### src/rtl/core/hrhp_pkg.sv
package hrhp_pkg;

  localparam int unsigned StateW = 5;

  localparam logic [StateW-1:0] StMethodStart = 5'd0;
  localparam logic [StateW-1:0] StMethod      = 5'd1;
  localparam logic [StateW-1:0] StUri         = 5'd2;
  localparam logic [StateW-1:0] StVerH        = 5'd3;
  localparam logic [StateW-1:0] StVerT1       = 5'd4;
  localparam logic [StateW-1:0] StVerT2       = 5'd5;
  localparam logic [StateW-1:0] StVerP        = 5'd6;
  localparam logic [StateW-1:0] StVerSlash    = 5'd7;
  localparam logic [StateW-1:0] StMajorStart  = 5'd8;
  localparam logic [StateW-1:0] StMajor       = 5'd9;
  localparam logic [StateW-1:0] StMinorStart  = 5'd10;
  localparam logic [StateW-1:0] StMinor       = 5'd11;
  localparam logic [StateW-1:0] StNl1         = 5'd12;
  localparam logic [StateW-1:0] StLineStart   = 5'd13;
  localparam logic [StateW-1:0] StLws         = 5'd14;
  localparam logic [StateW-1:0] StHname       = 5'd15;
  localparam logic [StateW-1:0] StSpaceBefore = 5'd16;
  localparam logic [StateW-1:0] StHvalue      = 5'd17;
  localparam logic [StateW-1:0] StNl2         = 5'd18;
  localparam logic [StateW-1:0] StNl3         = 5'd19;

  typedef enum logic [2:0] {
    TAG_NONE   = 3'd0,
    TAG_METHOD = 3'd1,
    TAG_URI    = 3'd2,
    TAG_HNAME  = 3'd3,
    TAG_HVALUE = 3'd4
  } field_tag_e;

  typedef enum logic [1:0] {
    STAT_PENDING = 2'd0,
    STAT_GOOD    = 2'd1,
    STAT_BAD     = 2'd2
  } status_e;

  typedef enum logic {
    KIND_DATA    = 1'b0,
    KIND_RESTART = 1'b1
  } kind_e;

  localparam logic [7:0] ChSp      = 8'h20;
  localparam logic [7:0] ChHt      = 8'h09;
  localparam logic [7:0] ChCr      = 8'h0d;
  localparam logic [7:0] ChLf      = 8'h0a;
  localparam logic [7:0] ChSlash   = 8'h2f;
  localparam logic [7:0] ChDot     = 8'h2e;
  localparam logic [7:0] ChColon   = 8'h3a;
  localparam logic [7:0] ChPercent = 8'h25;
  localparam logic [7:0] ChPlus    = 8'h2b;
  localparam logic [7:0] ChDel     = 8'h7f;
  localparam logic [7:0] CtlMax    = 8'h1f;

  typedef struct packed {
    logic path_ok;
    logic dir;
  } uri_stat_t;

  typedef struct packed {
    status_e    status;
    field_tag_e tag;
    logic       new_header;
    logic       dir;
  } result_t;

  function automatic logic ctl_byte(input logic [7:0] c);
    return (c <= CtlMax) || (c == ChDel);
  endfunction

  function automatic logic special_byte(input logic [7:0] c);
    logic r;
    unique case (c)
      8'h28, 8'h29, 8'h3c, 8'h3e, 8'h40, 8'h2c, 8'h3b, 8'h3a, 8'h5c, 8'h22,
      8'h2f, 8'h5b, 8'h5d, 8'h3f, 8'h3d, 8'h7b, 8'h7d, 8'h20, 8'h09: r = 1'b1;
      default: r = 1'b0;
    endcase
    return r;
  endfunction

  function automatic logic token_byte(input logic [7:0] c);
    return !c[7] && !ctl_byte(c) && !special_byte(c);
  endfunction

  function automatic logic digit_byte(input logic [7:0] c);
    return (c >= 8'h30) && (c <= 8'h39);
  endfunction

  // bit 4 set: not a hex digit
  function automatic logic [4:0] hex_value(input logic [7:0] c);
    logic [4:0] r;
    r = 5'h10;
    if (c >= 8'h30 && c <= 8'h39) r = 5'(c - 8'h30);
    else if (c >= 8'h61 && c <= 8'h66) r = 5'(c - 8'h57);
    else if (c >= 8'h41 && c <= 8'h46) r = 5'(c - 8'h37);
    return r;
  endfunction

endpackage

### src/rtl/core/hrhp_uri_dec.sv
module hrhp_uri_dec (
  input  logic                 clk_i,
  input  logic                 rst_ni,
  input  logic                 restart_i,
  input  logic                 byte_en_i,
  input  logic [7:0]           byte_i,
  output hrhp_pkg::uri_stat_t  stat_o
);

  logic [1:0] phase_q, phase_d;
  logic [3:0] hi_q, hi_d;
  logic       nonempty_q, nonempty_d;
  logic       first_slash_q, first_slash_d;
  logic       prev_dot_q, prev_dot_d;
  logic       dotdot_q, dotdot_d;
  logic       failed_q, failed_d;
  logic       last_slash_q, last_slash_d;

  logic [4:0] hex;
  logic [7:0] dec;
  logic       emit;

  always_comb begin
    phase_d       = phase_q;
    hi_d          = hi_q;
    nonempty_d    = nonempty_q;
    first_slash_d = first_slash_q;
    prev_dot_d    = prev_dot_q;
    dotdot_d      = dotdot_q;
    failed_d      = failed_q;
    last_slash_d  = last_slash_q;
    hex           = hrhp_pkg::hex_value(byte_i);
    dec           = byte_i;
    emit          = 1'b0;

    if (phase_q == 2'd0) begin
      if (byte_i == hrhp_pkg::ChPercent) begin
        phase_d = 2'd1;
      end else begin
        emit = 1'b1;
        dec  = (byte_i == hrhp_pkg::ChPlus) ? hrhp_pkg::ChSp : byte_i;
      end
    end else if (hex[4]) begin
      failed_d = 1'b1;
      phase_d  = 2'd0;
    end else if (phase_q == 2'd1) begin
      hi_d    = hex[3:0];
      phase_d = 2'd2;
    end else begin
      emit    = 1'b1;
      dec     = {hi_q, hex[3:0]};
      phase_d = 2'd0;
    end

    if (emit) begin
      if (!nonempty_q) begin
        first_slash_d = (dec == hrhp_pkg::ChSlash);
        nonempty_d    = 1'b1;
      end
      if (dec == hrhp_pkg::ChDot && prev_dot_q) dotdot_d = 1'b1;
      prev_dot_d   = (dec == hrhp_pkg::ChDot);
      last_slash_d = (dec == hrhp_pkg::ChSlash);
    end
  end

  always_ff @(posedge clk_i or negedge rst_ni) begin
    if (!rst_ni) begin
      phase_q       <= 2'd0;
      hi_q          <= 4'd0;
      nonempty_q    <= 1'b0;
      first_slash_q <= 1'b0;
      prev_dot_q    <= 1'b0;
      dotdot_q      <= 1'b0;
      failed_q      <= 1'b0;
      last_slash_q  <= 1'b0;
    end else if (restart_i) begin
      phase_q       <= 2'd0;
      hi_q          <= 4'd0;
      nonempty_q    <= 1'b0;
      first_slash_q <= 1'b0;
      prev_dot_q    <= 1'b0;
      dotdot_q      <= 1'b0;
      failed_q      <= 1'b0;
      last_slash_q  <= 1'b0;
    end else if (byte_en_i) begin
      phase_q       <= phase_d;
      hi_q          <= hi_d;
      nonempty_q    <= nonempty_d;
      first_slash_q <= first_slash_d;
      prev_dot_q    <= prev_dot_d;
      dotdot_q      <= dotdot_d;
      failed_q      <= failed_d;
      last_slash_q  <= last_slash_d;
    end
  end

  assign stat_o.path_ok = !failed_q && (phase_q == 2'd0) && nonempty_q &&
                          first_slash_q && !dotdot_q;
  assign stat_o.dir     = last_slash_q;

endmodule

### src/rtl/core/hrhp_parser.sv
module hrhp_parser (
  input  logic                 clk_i,
  input  logic                 rst_ni,
  input  logic                 accept_i,
  input  logic                 restart_i,
  input  logic [7:0]           byte_i,
  input  hrhp_pkg::uri_stat_t  uri_i,
  output logic                 uri_en_o,
  output hrhp_pkg::result_t    res_o
);

  logic [hrhp_pkg::StateW-1:0] state_q, state_d;
  logic                        have_hdr_q, have_hdr_d;
  logic                        bad, good, uri_byte;
  hrhp_pkg::field_tag_e        tag;
  logic                        newh;
  logic                        ctl, tok, dig, sp, ws, cr, lf;

  always_comb begin
    ctl        = hrhp_pkg::ctl_byte(byte_i);
    tok        = hrhp_pkg::token_byte(byte_i);
    dig        = hrhp_pkg::digit_byte(byte_i);
    sp         = (byte_i == hrhp_pkg::ChSp);
    ws         = sp || (byte_i == hrhp_pkg::ChHt);
    cr         = (byte_i == hrhp_pkg::ChCr);
    lf         = (byte_i == hrhp_pkg::ChLf);
    state_d    = state_q;
    have_hdr_d = have_hdr_q;
    bad        = 1'b0;
    good       = 1'b0;
    uri_byte   = 1'b0;
    tag        = hrhp_pkg::TAG_NONE;
    newh       = 1'b0;

    unique case (state_q)
      hrhp_pkg::StMethodStart: begin
        if (tok) begin
          state_d = hrhp_pkg::StMethod;
          tag     = hrhp_pkg::TAG_METHOD;
        end else bad = 1'b1;
      end
      hrhp_pkg::StMethod: begin
        if (sp) state_d = hrhp_pkg::StUri;
        else if (tok) tag = hrhp_pkg::TAG_METHOD;
        else bad = 1'b1;
      end
      hrhp_pkg::StUri: begin
        if (sp) state_d = hrhp_pkg::StVerH;
        else if (ctl) bad = 1'b1;
        else begin
          tag      = hrhp_pkg::TAG_URI;
          uri_byte = 1'b1;
        end
      end
      hrhp_pkg::StVerH: begin
        if (byte_i == 8'h48) state_d = hrhp_pkg::StVerT1; else bad = 1'b1;
      end
      hrhp_pkg::StVerT1: begin
        if (byte_i == 8'h54) state_d = hrhp_pkg::StVerT2; else bad = 1'b1;
      end
      hrhp_pkg::StVerT2: begin
        if (byte_i == 8'h54) state_d = hrhp_pkg::StVerP; else bad = 1'b1;
      end
      hrhp_pkg::StVerP: begin
        if (byte_i == 8'h50) state_d = hrhp_pkg::StVerSlash; else bad = 1'b1;
      end
      hrhp_pkg::StVerSlash: begin
        if (byte_i == hrhp_pkg::ChSlash) state_d = hrhp_pkg::StMajorStart;
        else bad = 1'b1;
      end
      hrhp_pkg::StMajorStart: begin
        if (dig) state_d = hrhp_pkg::StMajor; else bad = 1'b1;
      end
      hrhp_pkg::StMajor: begin
        if (byte_i == hrhp_pkg::ChDot) state_d = hrhp_pkg::StMinorStart;
        else if (!dig) bad = 1'b1;
      end
      hrhp_pkg::StMinorStart: begin
        if (dig) state_d = hrhp_pkg::StMinor; else bad = 1'b1;
      end
      hrhp_pkg::StMinor: begin
        if (cr) state_d = hrhp_pkg::StNl1;
        else if (!dig) bad = 1'b1;
      end
      hrhp_pkg::StNl1: begin
        if (lf) state_d = hrhp_pkg::StLineStart; else bad = 1'b1;
      end
      hrhp_pkg::StLineStart: begin
        if (cr) state_d = hrhp_pkg::StNl3;
        else if (have_hdr_q && ws) state_d = hrhp_pkg::StLws;
        else if (tok) begin
          have_hdr_d = 1'b1;
          state_d    = hrhp_pkg::StHname;
          tag        = hrhp_pkg::TAG_HNAME;
          newh       = 1'b1;
        end else bad = 1'b1;
      end
      hrhp_pkg::StLws: begin
        if (cr) state_d = hrhp_pkg::StNl2;
        else if (ws) state_d = hrhp_pkg::StLws;
        else if (ctl) bad = 1'b1;
        else begin
          state_d = hrhp_pkg::StHvalue;
          tag     = hrhp_pkg::TAG_HVALUE;
        end
      end
      hrhp_pkg::StHname: begin
        if (byte_i == hrhp_pkg::ChColon) state_d = hrhp_pkg::StSpaceBefore;
        else if (tok) tag = hrhp_pkg::TAG_HNAME;
        else bad = 1'b1;
      end
      hrhp_pkg::StSpaceBefore: begin
        if (sp) state_d = hrhp_pkg::StHvalue; else bad = 1'b1;
      end
      hrhp_pkg::StHvalue: begin
        if (cr) state_d = hrhp_pkg::StNl2;
        else if (ctl) bad = 1'b1;
        else tag = hrhp_pkg::TAG_HVALUE;
      end
      hrhp_pkg::StNl2: begin
        if (lf) state_d = hrhp_pkg::StLineStart; else bad = 1'b1;
      end
      hrhp_pkg::StNl3: begin
        if (lf && uri_i.path_ok) good = 1'b1;
        else bad = 1'b1;
      end
      default: bad = 1'b1;
    endcase

    if (bad) begin
      res_o.status     = hrhp_pkg::STAT_BAD;
      res_o.tag        = hrhp_pkg::TAG_NONE;
      res_o.new_header = 1'b0;
      res_o.dir        = 1'b0;
    end else begin
      res_o.status     = good ? hrhp_pkg::STAT_GOOD : hrhp_pkg::STAT_PENDING;
      res_o.tag        = tag;
      res_o.new_header = newh;
      res_o.dir        = good && uri_i.dir;
    end
  end

  assign uri_en_o = accept_i && !restart_i && uri_byte;

  always_ff @(posedge clk_i or negedge rst_ni) begin
    if (!rst_ni) begin
      state_q    <= hrhp_pkg::StMethodStart;
      have_hdr_q <= 1'b0;
    end else if (accept_i) begin
      if (restart_i) begin
        state_q    <= hrhp_pkg::StMethodStart;
        have_hdr_q <= 1'b0;
      end else if (!bad) begin
        state_q    <= state_d;
        have_hdr_q <= have_hdr_d;
      end
    end
  end

endmodule

### src/rtl/core/http_request_header_parser.sv
// Each result is registered and held on the master side until it is taken.
// Throughput: 1 byte per cycle while m_axis_tready is high; the parser state and
// the URI decoder update in the same cycle the byte is taken.
// Reset: asynchronous, active low; parser at method start, decoder cleared,
// no result pending.
module http_request_header_parser (
  input  logic        clk_i,
  input  logic        rst_ni,
  input  logic        s_axis_tvalid,
  output logic        s_axis_tready,
  input  logic [7:0]  s_axis_tdata,   // [7:0] data_byte
  input  logic        s_axis_tuser,   // [0] kind
  output logic        m_axis_tvalid,
  input  logic        m_axis_tready,
  output logic [15:0] m_axis_tdata,   // [1:0] status, [2] new_header,
                                      // [10:3] data_out, [11] path_is_directory
  output logic [2:0]  m_axis_tuser    // [2:0] field_tag
);

  logic                accept;
  logic                restart;
  logic                uri_en;
  hrhp_pkg::uri_stat_t uri_stat;
  hrhp_pkg::result_t   res;

  logic                out_valid_q;
  hrhp_pkg::result_t   res_q, res_d;
  logic [7:0]          data_q, data_d;

  assign s_axis_tready = !out_valid_q || m_axis_tready;
  assign accept        = s_axis_tvalid && s_axis_tready;
  assign restart       = (s_axis_tuser == hrhp_pkg::KIND_RESTART);

  hrhp_parser u_parser (
    .clk_i     (clk_i),
    .rst_ni    (rst_ni),
    .accept_i  (accept),
    .restart_i (restart),
    .byte_i    (s_axis_tdata),
    .uri_i     (uri_stat),
    .uri_en_o  (uri_en),
    .res_o     (res)
  );

  hrhp_uri_dec u_uri_dec (
    .clk_i     (clk_i),
    .rst_ni    (rst_ni),
    .restart_i (accept && restart),
    .byte_en_i (uri_en),
    .byte_i    (s_axis_tdata),
    .stat_o    (uri_stat)
  );

  always_comb begin
    if (restart) begin
      res_d.status     = hrhp_pkg::STAT_PENDING;
      res_d.tag        = hrhp_pkg::TAG_NONE;
      res_d.new_header = 1'b0;
      res_d.dir        = 1'b0;
      data_d           = 8'd0;
    end else begin
      res_d  = res;
      data_d = s_axis_tdata;
    end
  end

  always_ff @(posedge clk_i or negedge rst_ni) begin
    if (!rst_ni) begin
      out_valid_q <= 1'b0;
    end else if (accept) begin
      out_valid_q <= 1'b1;
    end else if (m_axis_tready) begin
      out_valid_q <= 1'b0;
    end
  end

  always_ff @(posedge clk_i) begin
    if (accept) begin
      res_q  <= res_d;
      data_q <= data_d;
    end
  end

  assign m_axis_tvalid = out_valid_q;
  assign m_axis_tdata  = {4'd0, res_q.dir, data_q, res_q.new_header, res_q.status};
  assign m_axis_tuser  = res_q.tag;

`ifndef ASSERT_OFF
  a_dir_only_good: assert property (@(posedge clk_i) disable iff (!rst_ni)
    m_axis_tvalid && res_q.status != hrhp_pkg::STAT_GOOD |-> !res_q.dir)
    else $error("directory flag without good status");

  a_bad_untagged: assert property (@(posedge clk_i) disable iff (!rst_ni)
    m_axis_tvalid && res_q.status == hrhp_pkg::STAT_BAD |->
      res_q.tag == hrhp_pkg::TAG_NONE && !res_q.new_header)
    else $error("bad byte carries a tag");

  a_newh_is_name: assert property (@(posedge clk_i) disable iff (!rst_ni)
    m_axis_tvalid && res_q.new_header |-> res_q.tag == hrhp_pkg::TAG_HNAME)
    else $error("header start outside header name");

  a_restart_clear: assert property (@(posedge clk_i) disable iff (!rst_ni)
    accept && restart |=> m_axis_tvalid && m_axis_tdata == 16'd0 &&
      m_axis_tuser == hrhp_pkg::TAG_NONE)
    else $error("restart result not cleared");
`endif

endmodule
### config.mk
export PLATFORM = sky130hd
export DESIGN_NAME = http_request_header_parser
export DESIGN_NICKNAME = d
export VERILOG_FILES = /design/src/rtl/core/hrhp_pkg.sv /design/src/rtl/core/hrhp_uri_dec.sv /design/src/rtl/core/hrhp_parser.sv /design/src/rtl/core/http_request_header_parser.sv
export SDC_FILE = /design/constraint.sdc
export NUM_CORES = 1
export LEC_CHECK = 0
export CAP_MARGIN = 20
export CORE_UTILIZATION = 60
export CTS_BUF_LIST = sky130_fd_sc_hd__clkbuf_8
export DETAILED_ROUTE_END_ITERATION = 12
export DONT_BUFFER_PORTS = 1
export GPL_TIMING_DRIVEN = 0
export HOLD_SLACK_MARGIN = 0.06
export PLACE_DENSITY = 0.81
export SLEW_MARGIN = 20
export SYNTH_ARGS = -nofsm -noshare
export SYNTH_HDL_FRONTEND = slang
export SYNTH_HIERARCHICAL = 1
export SYNTH_SLANG_ARGS = --single-unit
### constraint.sdc
create_clock -name clk_i -period 3.2 [get_ports clk_i]
set_input_delay 0.16 -clock clk_i [delete_from_list [all_inputs] [get_ports clk_i]]
set_output_delay 0.16 -clock clk_i [all_outputs]
set_load 0.005 [all_outputs]
==> results of run 1 <==
-- final timing paths --
check / start / to / slack (ps) / cells past startpoint
setup / recovery: m_axis_tvalid / u_uri_dec/hi_q[1] / 340 / 8
hold / removal: s_axis_tdata[6] / data_q[6] / 70 / 1
setup reg to reg: m_axis_tvalid / u_uri_dec/hi_q[1] / 340 / 8
hold reg to reg: u_uri_dec/failed_q / u_uri_dec/failed_q / 510 / 2
max in group asynchronous: rst_ni / u_parser/have_hdr_q / 2560 / 2
min in group asynchronous: rst_ni / u_parser/state_q[2] / 200 / 1
-- cell families after synthesis --
family / after synthesis
and+or+nand+nor: 145
AOI/OAI and AO/OA: 87
buffers and inverters: 38
DFF: 34
adders and majority gates: 4
xor gates and xnor gates: 2
other: 1
-- sequential cells by signal, indices dropped and copies added, names as in the netlist --
register                 flops
m_axis_tvalid                1
u_uri_dec/first_slash_q      1
m_axis_tuser                 3
u_parser/state_q             5
u_uri_dec/prev_dot_q         1
data_q                       8
m_axis_tdata                 4
u_uri_dec/hi_q               4
u_uri_dec/failed_q           1
u_uri_dec/nonempty_q         1
u_uri_dec/phase_q            2
u_parser/have_hdr_q          1
u_uri_dec/dotdot_q           1
u_uri_dec/last_slash_q       1
-- layout by cell type (no fill, tap or decap), drive strengths merged, types with 4 or more instances in the layout --
cell and n:
a211oi 8, and2b 6, nor4bb 4, a31oi 5, conb 4, o21ai 14
clkbuf 14, a21oi 15, buf 17, nor3 9, edfxtp 15, and2 4
or3b 4, nand4 4, nand3 13, a211o 5, or3 4, nor3b 8
inv 13, nor2b 18, nand2 15, nand2b 5, nor2 30, dfrtp 19
nor4b 4
-- power by group through the flow --
| stage | combinational, uW | sequential, uW | clock, uW |
|---|---|---|---|
| floorplan | 212 | 499 | 0 |
| global placement | 250 | 504 | 0 |
| detailed placement | 251 | 503 | 0 |
| CTS | 261 | 494 | 403 |
| global route | 294 | 497 | 422 |
| finish | 272 | 495 | 404 |
-- metrics by stage --
| step | cell area, sq um | util | total power (uW) | std cells |
|---|---|---|---|---|
| after detailed placement | 2860 | 0.648 | 754 | 366 |
| final | 3020 | 0.684 | 1170 | 378 |
| after floorplan | 2800 | - | 710 | 314 |
| after CTS | 3000 | 0.681 | 1160 | 377 |
| after global routing | 3020 | 0.684 | 1210 | 378 |
| after global placement | 2860 | 0.648 | 754 | 366 |
-- layout make-up --
type,instances,area share
Tap cell,52,0.0215
Clock inverter,3,0.0149
Timing Repair Buffer,4,0.0137
Multi-Input combinational cell,242,0.554
Sequential cell,34,0.307
Inverter,13,0.0162
Buffer,25,0.0505
Clock buffer,5,0.0228
-- critical path: stages, from the launching register on --
cell and delay [ps]:
dfrtp_1 400, nand2b_1 150, and2_1 620, nor2b_1 350, nor3b_2 440, nand3_1 220
nor2_2 290, nor2_1 70, a211oi_1 230
-- cell usage after synthesis (all sizes together) (8+ instances only) --
cell	number
nor2	30
dfrtp	19
nor2b	18
buf	16
a21oi	15
edfxtp	15
nand2	15
o21ai	14
inv	13
nand3	13
clkbuf	9
nor3	9
a211oi	8
nor3b	8
-- per-layer routing --
layer / vias up / global-route usage / part of all wire
met1: 1200 / 0.467 / 0.47
met4: 0 / 0.0800 / 0.011
met3: 13 / 0.0476 / 0.10
li1: 1191 / - / -
met5: - / 0 / 0
met2: 178 / 0.397 / 0.41
-- timing repair --
action	4_1_cts	5_1_grt
gates resized for setup	0	1
endpoints found under the hold margin	22	0
hold buffers	3	0
endpoints found under the setup margin	0	4
==> out/qor.txt, run 1 <==
post-synth top area share - 0.171
Yosys warnings - 6
Die Y - 70.1 um
dominant cell type by area after synthesis - dfrtp_1
DR pass1 iterations - 7
Primary FF master, synth - dfrtp_1
DIE AREA - 4920 sq um
Final WS setup - 342 ps
Syn Area/Cell - 8.95 sq um
Area contributors post-synth - dfrtp_1 17%, edfxtp_1 16%, nor2b_1 4.0%
filler instances - 358
# H-tree levels - 2
number of cell rows - 24
Overflow after GRT - 0
GRT Total Usage - 0.291
Remaining DRCs - 0
Simple-Gate Fraction of Synth Area - 0.324
worst hold margin - 66.7 ps
vias per inst - 6.83
Synth cell types - 79
post-synthesis adder-cell area fraction - 0.0171
worst slew pin tran - 723 ps
Power Dens Cells - 388 nW/um^2
switching part of the total power - 0.296
initial antenna violation count - 0
Rel. slew slack - 0.518
setup TNS - 0 ps
Clock Skew - 10.2 ps
NetSw - 347 uW
DR WL/cell - 18.7 um
crit-path max FO - 19
Area growth, synth to finish - 8.49%
post-DP HPWL - 4980 um
Num Clock Sinks - 34
post-synthesis compound-gate area fraction - 0.246
largest net degree at the start of global routing - 20
part of the power in registers - 0.423
vias - 2582
Routed Antenna Nets - 0
post-synthesis mux area share - 0
Inserted Clock Buffers - 5
Synth Area in XOR/XNOR - 0.00629
Startpoint Class - flip-flop
fin crit period - 2860 ps
initial core utilization - 0.631
RSZ-0062 raised after global routing - false
Post-synth EDFFs - 15
Final Hold Vio Count - 0
Hold Path Class - in -> reg
dpl ws - 98.3 ps
maximum VDD drop - 0.000178 V
Critical Path End Type - flip-flop
Final period util - 0.893
Root Buffer - clkbuf_8
share of flip-flops with an asynchronous set or reset - 0.559
Final Setup Violations - 0
GP Congestion - 0.970
layout cells sized above 1 - 0.144
Detailed Route WL - 7080 um
Critical Path RT - 3400 ps
area of the multi-input gates - 1670 sq um
sequential share of the synthesized area - 0.333
CTS tree - done
Synth Instances - 311
Antenna Cells - 0
first-pass GRT wire length - 11400 um
Reg area - 926 sq um
clock slew at reported path FFs - 80 ps
Pint - 824 uW
Cell Area, Synth - 2780 sq um
P_leak - 0.00118 uW
PortBufs - 0
IO Pins - 34
max-slew violations - 0
Clock Power Share - 0.345
layout net count - 341
Comb pwr share - 0.232
status - finished clean
die width - 70.1 um
postcts setup bufs - 0
crit path DAT - 3060 ps
CTS Buffer Depth - 2
worst skew pair latency - 290 ps
largest family of logic cells by synthesized area - simple AND/OR/NAND/NOR gates
CP Class - reg -> reg
Fmax - 350 MHz
register bit total from synthesis - 34
CORE AREA - 4410 sq um
DR iter-0 viols - 290
Max-cap violations - 0
number of global-route vias before repair - 2249
No activity file was read; power rests on OpenSTA's default activity.
==> inputs of run 2 (changes only) <==
--- a/config.mk
+++ b/config.mk
@@ -6,13 +6,15 @@
 export NUM_CORES = 1
 export LEC_CHECK = 0
 export CAP_MARGIN = 20
-export CORE_UTILIZATION = 60
+export CELL_PAD_IN_SITES_DETAIL_PLACEMENT = 0
+export CELL_PAD_IN_SITES_GLOBAL_PLACEMENT = 2
+export CORE_UTILIZATION = 41
 export CTS_BUF_LIST = sky130_fd_sc_hd__clkbuf_8
 export DETAILED_ROUTE_END_ITERATION = 12
 export DONT_BUFFER_PORTS = 1
 export GPL_TIMING_DRIVEN = 0
 export HOLD_SLACK_MARGIN = 0.06
-export PLACE_DENSITY = 0.81
+export PLACE_DENSITY = 0.88
 export SLEW_MARGIN = 20
 export SYNTH_ARGS = -nofsm -noshare
 export SYNTH_HDL_FRONTEND = slang
==> run 2 against run 1 <==
Net effect: the run now ends with DRC left; sequential power about the same; cell count rose by 6.3%; clock skew is 4.0 ps lower; register-to-register slack worse by 80 ps; worst hold slack improved by 13 ps; power decreased by 1.3%; die area increased by 45%; combinational power hardly changed; global-route usage decreased by 7.8 points; first-iteration DRC count is 19% lower; highest routed layer unchanged.
==> out/qor.txt, run 2 (synthesis gave the netlist of run 1 again) <==
hold path start - s_axis_tuser
Placed Area - 2890 sq um (+1.1%)
Critical Path End Type - flip-flop
Final Hold Vio Count - 0 (unchanged)
P_leak - 0.00118 uW (-0.50%)
worst hold stages - 1 (unchanged)
worst skew pair latency - 280 ps (about the same)
crit-path max FO - 10 (-9)
most frequent cells in the layout - 29 x nor2_1, 19 x dfrtp_1, 18 x nor2b_1
Routed Antenna Nets - 0 (unchanged)
vias - 2483 (-3.8%)
Pwr Total - 1160 uW (-1.3%)
Pint - 823 uW (-0.14%)
status - complete, but fails checks
Remaining DRCs - 3 (+3)
initial core utilization - 0.431 (-0.200)
post-DP HPWL - 5560 um (+12%)
IO Pins - 34 (unchanged)
ordered list of cells on the worst path - clkbuf_1 > nor3b_1 > nand3_1 > nor3b_1 > nand3_1 > nor2_2 > nor2_1 > a211oi_1
Num Clock Sinks - 34 (unchanged)
NetSw - 333 uW (-3.9%)
DR pass1 iterations - 9 (+2)
Inserted Clock Buffers - 5 (unchanged)
Detailed Route WL - 7370 um (+4.1%)
max reg flops - 8 (unchanged)
Comb pwr share - 0.233 (about the same)
R2R setup slack - 260 ps (-80 ps)
CORE AREA - 6460 sq um (+46%)
Worst path max stage delay - 690 ps (+70 ps)
Rel. slew slack - 0.372 (-0.146)
number of global-route vias before repair - 2253 (+0.18%)
switching part of the total power - 0.288 (-0.00801)
Startpoint Class - flip-flop
layout net count - 340 (-0.29%)
part of the power in registers - 0.427 (+0.004)
failing checks - DRC
GRT Total Usage - 0.213 (-0.0776)
worst hold margin - 79.2 ps (+12.5 ps)
fin crit period - 2940 ps (+79.8 ps)
critical path's slowest cell - nor3b_1
Largest regs - data_q: 8 flops, u_parser/state_q: 5 flops
filler instances - 676 (+89%)
clock slew at reported path FFs - 80 ps (about the same)
CTS Buffer Depth - 2 (unchanged)
cell area after layout - 3040 sq um (+0.54%)
FF-to-FF Start - u_parser/state_q[4]
Root Buffer - clkbuf_8
Crit Reg-Reg Endpoint - u_uri_dec/hi_q[0]
dpl cells - 391 (+6.8%)
R2R cell count - 8 (unchanged)
Die Y - 84.4 um (+20%)
RSZ-0062 raised after global routing - false
Final period util - 0.918 (+0.0249)
PortBufs - 0 (unchanged)
worst slew pin tran - 939 ps (+215 ps)
CP Class - reg -> reg
Hold Path Class - in -> reg
max-slew violations - 0 (unchanged)
vias per inst - 6.18 (-9.6%)
Clock Skew - 6.25 ps (-3.95 ps)
Max-cap violations - 0 (unchanged)
Power Dens Cells - 381 nW/um^2 (-1.8%)
Overflow after GRT - 0 (unchanged)
Fmax - 340 MHz (-2.7%)
DR iter-0 viols - 236 (-19%)
first-pass GRT wire length - 12000 um (+5.2%)
initial antenna violation count - 0 (unchanged)
fin cells - 402 (+6.3%)
most common cell after layout, fill and taps aside - nor2_1
Antenna Cells - 0 (unchanged)
setup TNS - 0 ps (unchanged)
layout cells sized above 1 - 0.142 (-0.00263)
DR WL/cell - 18.3 um (-2.1%)
crit path DAT - 3130 ps (+70 ps)
Critical Path RT - 3390 ps (about the same)
# H-tree levels - 2 (unchanged)
Clock Power Share - 0.339 (-0.006)
Final Setup Violations - 0 (unchanged)
maximum VDD drop - 0.000192 V (+7.8%)
Area growth, synth to finish - 9.08%
die width - 84.4 um (+20%)
CTS tree - done
DIE AREA - 7120 sq um (+45%)
GP Congestion - 0.924 (-4.8%)
most flop-heavy register - data_q
Hold Path End - data_q[7]
number of cell rows - 29 (+21%)
largest net degree at the start of global routing - 20 (unchanged)
-- run 2: cell count changes in the layout (fill, tap and decap cells not counted) --
cell	change
and2_1	-1
and2_2	+1
nor3b_1	+1
nor3b_2	-1
buf_6	-1
-- run 2: cell type report --
| cell class | instances | area, sq um | area share |
|---|---|---|---|
| clock inverters | 3 | 45.0 | 0.0148 |
| repair buffers | 3 | 30.0 | 0.00989 |
| multi-input cells | 242 | 1670 | 0.550 |
| well taps | 77 | 96.3 | 0.0317 |
| flip-flops and latches | 34 | 926 | 0.305 |
| plain buffers | 25 | 153 | 0.0503 |
| inverters | 13 | 48.8 | 0.0161 |
| clock buffers | 5 | 68.8 | 0.0227 |
-- run 2: routing by layer --
metal / share of wire / vias to the layer above / global-route usage
li1: - / 1186 / -
met4: 0.0090 / 0 / 0.0354
met3: 0.079 / 6 / 0.0462
met1: 0.50 / 1174 / 0.330
met2: 0.41 / 117 / 0.308
met5: 0 / - / 0
-- run 2: repair_timing --
action                                  4_1_cts  5_1_grt
resized for setup                             0        1
endpoints found under the setup margin        0        5
setup buffers                                 0        0
endpoints found under the hold margin        21        0
hold buffers                                  3        0
-- run 2: worst max-delay path by stage --
stage	start	to	slack (ps)	depth (start not counted)
global placement	m_axis_tvalid	u_uri_dec/hi_q[3]	90	8
floorplan	m_axis_tvalid	u_uri_dec/hi_q[1]	750	8
finish	u_parser/state_q[4]	u_uri_dec/hi_q[0]	260	8
CTS	m_axis_tvalid	u_uri_dec/hi_q[0]	60	8
global route	u_parser/state_q[4]	u_uri_dec/hi_q[0]	30	8
detailed placement	m_axis_tvalid	u_uri_dec/hi_q[3]	70	8
-- run 2: power groups by stage --
stage | combinational [uW] | clock [uW] | sequential, uW
final | 269 | 392 | 494
after global routing | 295 | 424 | 496
after CTS | 267 | 404 | 494
after detailed placement | 258 | 0 | 503
after floorplan | 212 | 0 | 499
after global placement | 258 | 0 | 503
-- run 2: critical path, delay by kind of cell, from the launching register on --
| family | cells | cell delay [ps] |
|---|---|---|
| flops | 1 | 380 |
| compound gates | 1 | 200 |
| simple gates | 6 | 2050 |
| buf+inv | 1 | 210 |
-- run 2: through the flow --
step | utilization | setup slack, ps
after detailed placement | 0.448 | 74.9
after floorplan | - | 750
after CTS | 0.470 | 60.5
after global routing | 0.470 | 34.6
after global placement | 0.448 | 85.6
final | 0.470 | 262
==> inputs of run 3 (changes only) <==
--- a/config.mk
+++ b/config.mk
@@ -8,6 +8,7 @@
 export CAP_MARGIN = 20
 export CELL_PAD_IN_SITES_DETAIL_PLACEMENT = 0
 export CELL_PAD_IN_SITES_GLOBAL_PLACEMENT = 2
+export CORE_ASPECT_RATIO = 1.25
 export CORE_UTILIZATION = 41
 export CTS_BUF_LIST = sky130_fd_sc_hd__clkbuf_8
 export DETAILED_ROUTE_END_ITERATION = 12
==> run 3 against run 2 <==
Net effect: the run now ends clean; clock skew fell by 2.0 ps; count of clock-buffer cells in the layout did not move; wire length rose by 4.0%; critical path type unchanged; critical path depth did not move; setup slack improved by 13 ps; via count fell by 0.56%; clock power rose by 22%; register-to-register slack barely moved.
==> out/qor.txt, run 3 (synthesis gave the netlist of run 1 again) <==
Inserted Clock Buffers - 5 (unchanged)
Comb pwr share - 0.217 (-0.016)
DIE AREA - 7130 sq um (about the same)
R2R cell count - 8 (unchanged)
DR pass1 iterations - 4 (-5)
most flop-heavy register - data_q
part of the power in registers - 0.398 (-0.029)
postcts setup bufs - 0 (unchanged)
Rel. slew slack - 0.408 (+0.0364)
top layer used by detailed routing - met4
largest net degree at the start of global routing - 20 (unchanged)
crit-path max FO - 10 (unchanged)
Power Dens Cells - 404 nW/um^2 (+6.1%)
Fmax - 342 MHz (+0.44%)
Area growth, synth to finish - 10.7%
Detailed Route WL - 7670 um (+4.0%)
PortBufs - 0 (unchanged)
initial core utilization - 0.424 (-0.00698)
max reg flops - 8 (unchanged)
Final Setup Violations - 0 (unchanged)
FF-to-FF Start - u_parser/state_q[4]
GRT Total Usage - 0.233 (+0.0194)
R2R setup slack - 280 ps (about the same)
initial antenna violation count - 0 (unchanged)
most common cell after layout, fill and taps aside - nor2_1
fin crit period - 2920 ps (-12.9 ps)
IO Pins - 34 (unchanged)
number of cell rows - 33 (+14%)
metal3 WL - 359 um (-38%)
RSZ-0062 raised after global routing - false
setup TNS - 0 ps (unchanged)
first-pass GRT wire length - 12300 um (+2.2%)
dpl ws - 90.4 ps (+15.5 ps)
Startpoint Class - flip-flop
worst slew pin tran - 884 ps (-54.4 ps)
Overflow after GRT - 0 (unchanged)
Max-cap violations - 0 (unchanged)
Clock Skew - 4.27 ps (-1.98 ps)
Final WS setup - 275 ps (+12.9 ps)
Root Buffer - clkbuf_8
Antenna Cells - 0 (unchanged)
CTS Buffer Depth - 2 (unchanged)
Remaining DRCs - 0 (-3)
switching part of the total power - 0.274 (-0.0143)
fin cells - 413 (+2.7%)
Critical Path RT - 3410 ps (+20 ps)
post-DP HPWL - 5880 um (+5.8%)
worst skew pair latency - 290 ps (about the same)
Largest regs - data_q: 8 flops, u_parser/state_q: 5 flops
CP Class - reg -> reg
Critical Path Sink - u_uri_dec/hi_q[3]
Final period util - 0.914 (-0.00405)
GP Congestion - 0.930 (+0.69%)
status - finished clean
DR iter-0 viols - 188 (-20%)
Routed Antenna Nets - 0 (unchanged)
number of global-route vias before repair - 2450 (+8.7%)
CTS tree - done
Pint - 904 uW (+9.9%)
Critical Path End Type - flip-flop
P_leak - 0.00120 uW (+1.9%)
layout net count - 341 (+0.29%)
Hold Path Class - in -> reg
Num Clock Sinks - 34 (unchanged)
Final Hold Vio Count - 0 (unchanged)
die width - 75.7 um (-10%)
vias per inst - 5.98 (-3.2%)
CP Launch Point - u_parser/state_q[4]
crit path DAT - 3140 ps (about the same)
Clock Power Share - 0.385 (+0.046)
Detail Route met2 WL - 4120 um (+35%)
dpl cells - 401 (+2.6%)
maximum VDD drop - 0.000291 V (+51%)
Crit Reg-Reg Endpoint - u_uri_dec/hi_q[3]
DR WL/cell - 18.6 um (+1.2%)
Die Y - 94.1 um (+12%)
vias - 2469 (-0.56%)
hold path start - s_axis_tdata[6]
max-slew violations - 0 (unchanged)
NetSw - 341 uW (+2.4%)
CORE AREA - 6570 sq um (+1.6%)
most frequent cells in the layout - 29 x nor2_1, 19 x dfrtp_1, 18 x nor2b_1
wl on met1 - 2930 um (-20%)
clock slew at reported path FFs - 70 ps (about the same)
# H-tree levels - 2 (unchanged)
layout cells sized above 1 - 0.141 (-0.000434)
[run 3: area by class of cell]
cell class / instances / area (sq um)
repair buffers: 4 / 40.0
inverters: 13 / 48.8
multi-input cells: 242 / 1670
flip-flops and latches: 34 / 926
clock inverters: 3 / 68.8
clock buffers: 5 / 68.8
plain buffers: 25 / 153
fillers: 639 / 3480
well taps: 87 / 109
[run 3: what timing repair did]
| action | CTS | global route |
|---|---|---|
| endpoints found under the hold margin | 22 | 1 |
| endpoints found under the setup margin | 0 | 6 |
| resized for setup | 0 | 1 |
| hold buffers | 3 | 1 |
[run 3: worst min path at each step]
stage	endpoint	slack (ps)	depth (start not counted)
after floorplan	m_axis_tvalid	-140	0
after global placement	u_parser/state_q[1]	-130	0
after detailed placement	u_parser/state_q[1]	-130	0
after CTS	data_q[6]	60	1
after global routing	data_q[6]	60	1
final	data_q[6]	70	1
[run 3: power groups by stage]
| stage | combinational, uW | clock, uW | sequential [uW] |
|---|---|---|---|
| global placement | 257 | 0 | 504 |
| detailed placement | 256 | 0 | 506 |
| global route | 297 | 502 | 498 |
| floorplan | 212 | 0 | 499 |
| CTS | 266 | 486 | 496 |
| finish | 271 | 480 | 495 |
[run 3: routing by layer]
layer  global-route usage  vias up
li1                     -     1195
met1                0.255     1183
met2                0.417       67
met3               0.0504       24
met4                0.103        0
met5                    0        -
[run 3: critical path, cell delays in order (launching register included)]
cell and delay, ps:
dfrtp_1 380, clkbuf_1 220, nor3b_1 530, nand3_1 200, nor3b_1 680, nand3_1 250
nor2_2 280, o211ai_1 140, a21oi_1 170
[run 3: per-stage QoR]
step           instance area [sq um]  hold WS, ps   util  power [uW]
2_1_floorplan                   2800         -136      -         710
3_3_place_gp                    2900         -135  0.442         761
3_5_place_dp                    2900         -135  0.442         762
4_1_cts                         3070         63.1  0.468        1250
5_1_grt                         3080         62.5  0.470        1300
6_report                        3080         70.0  0.470        1250
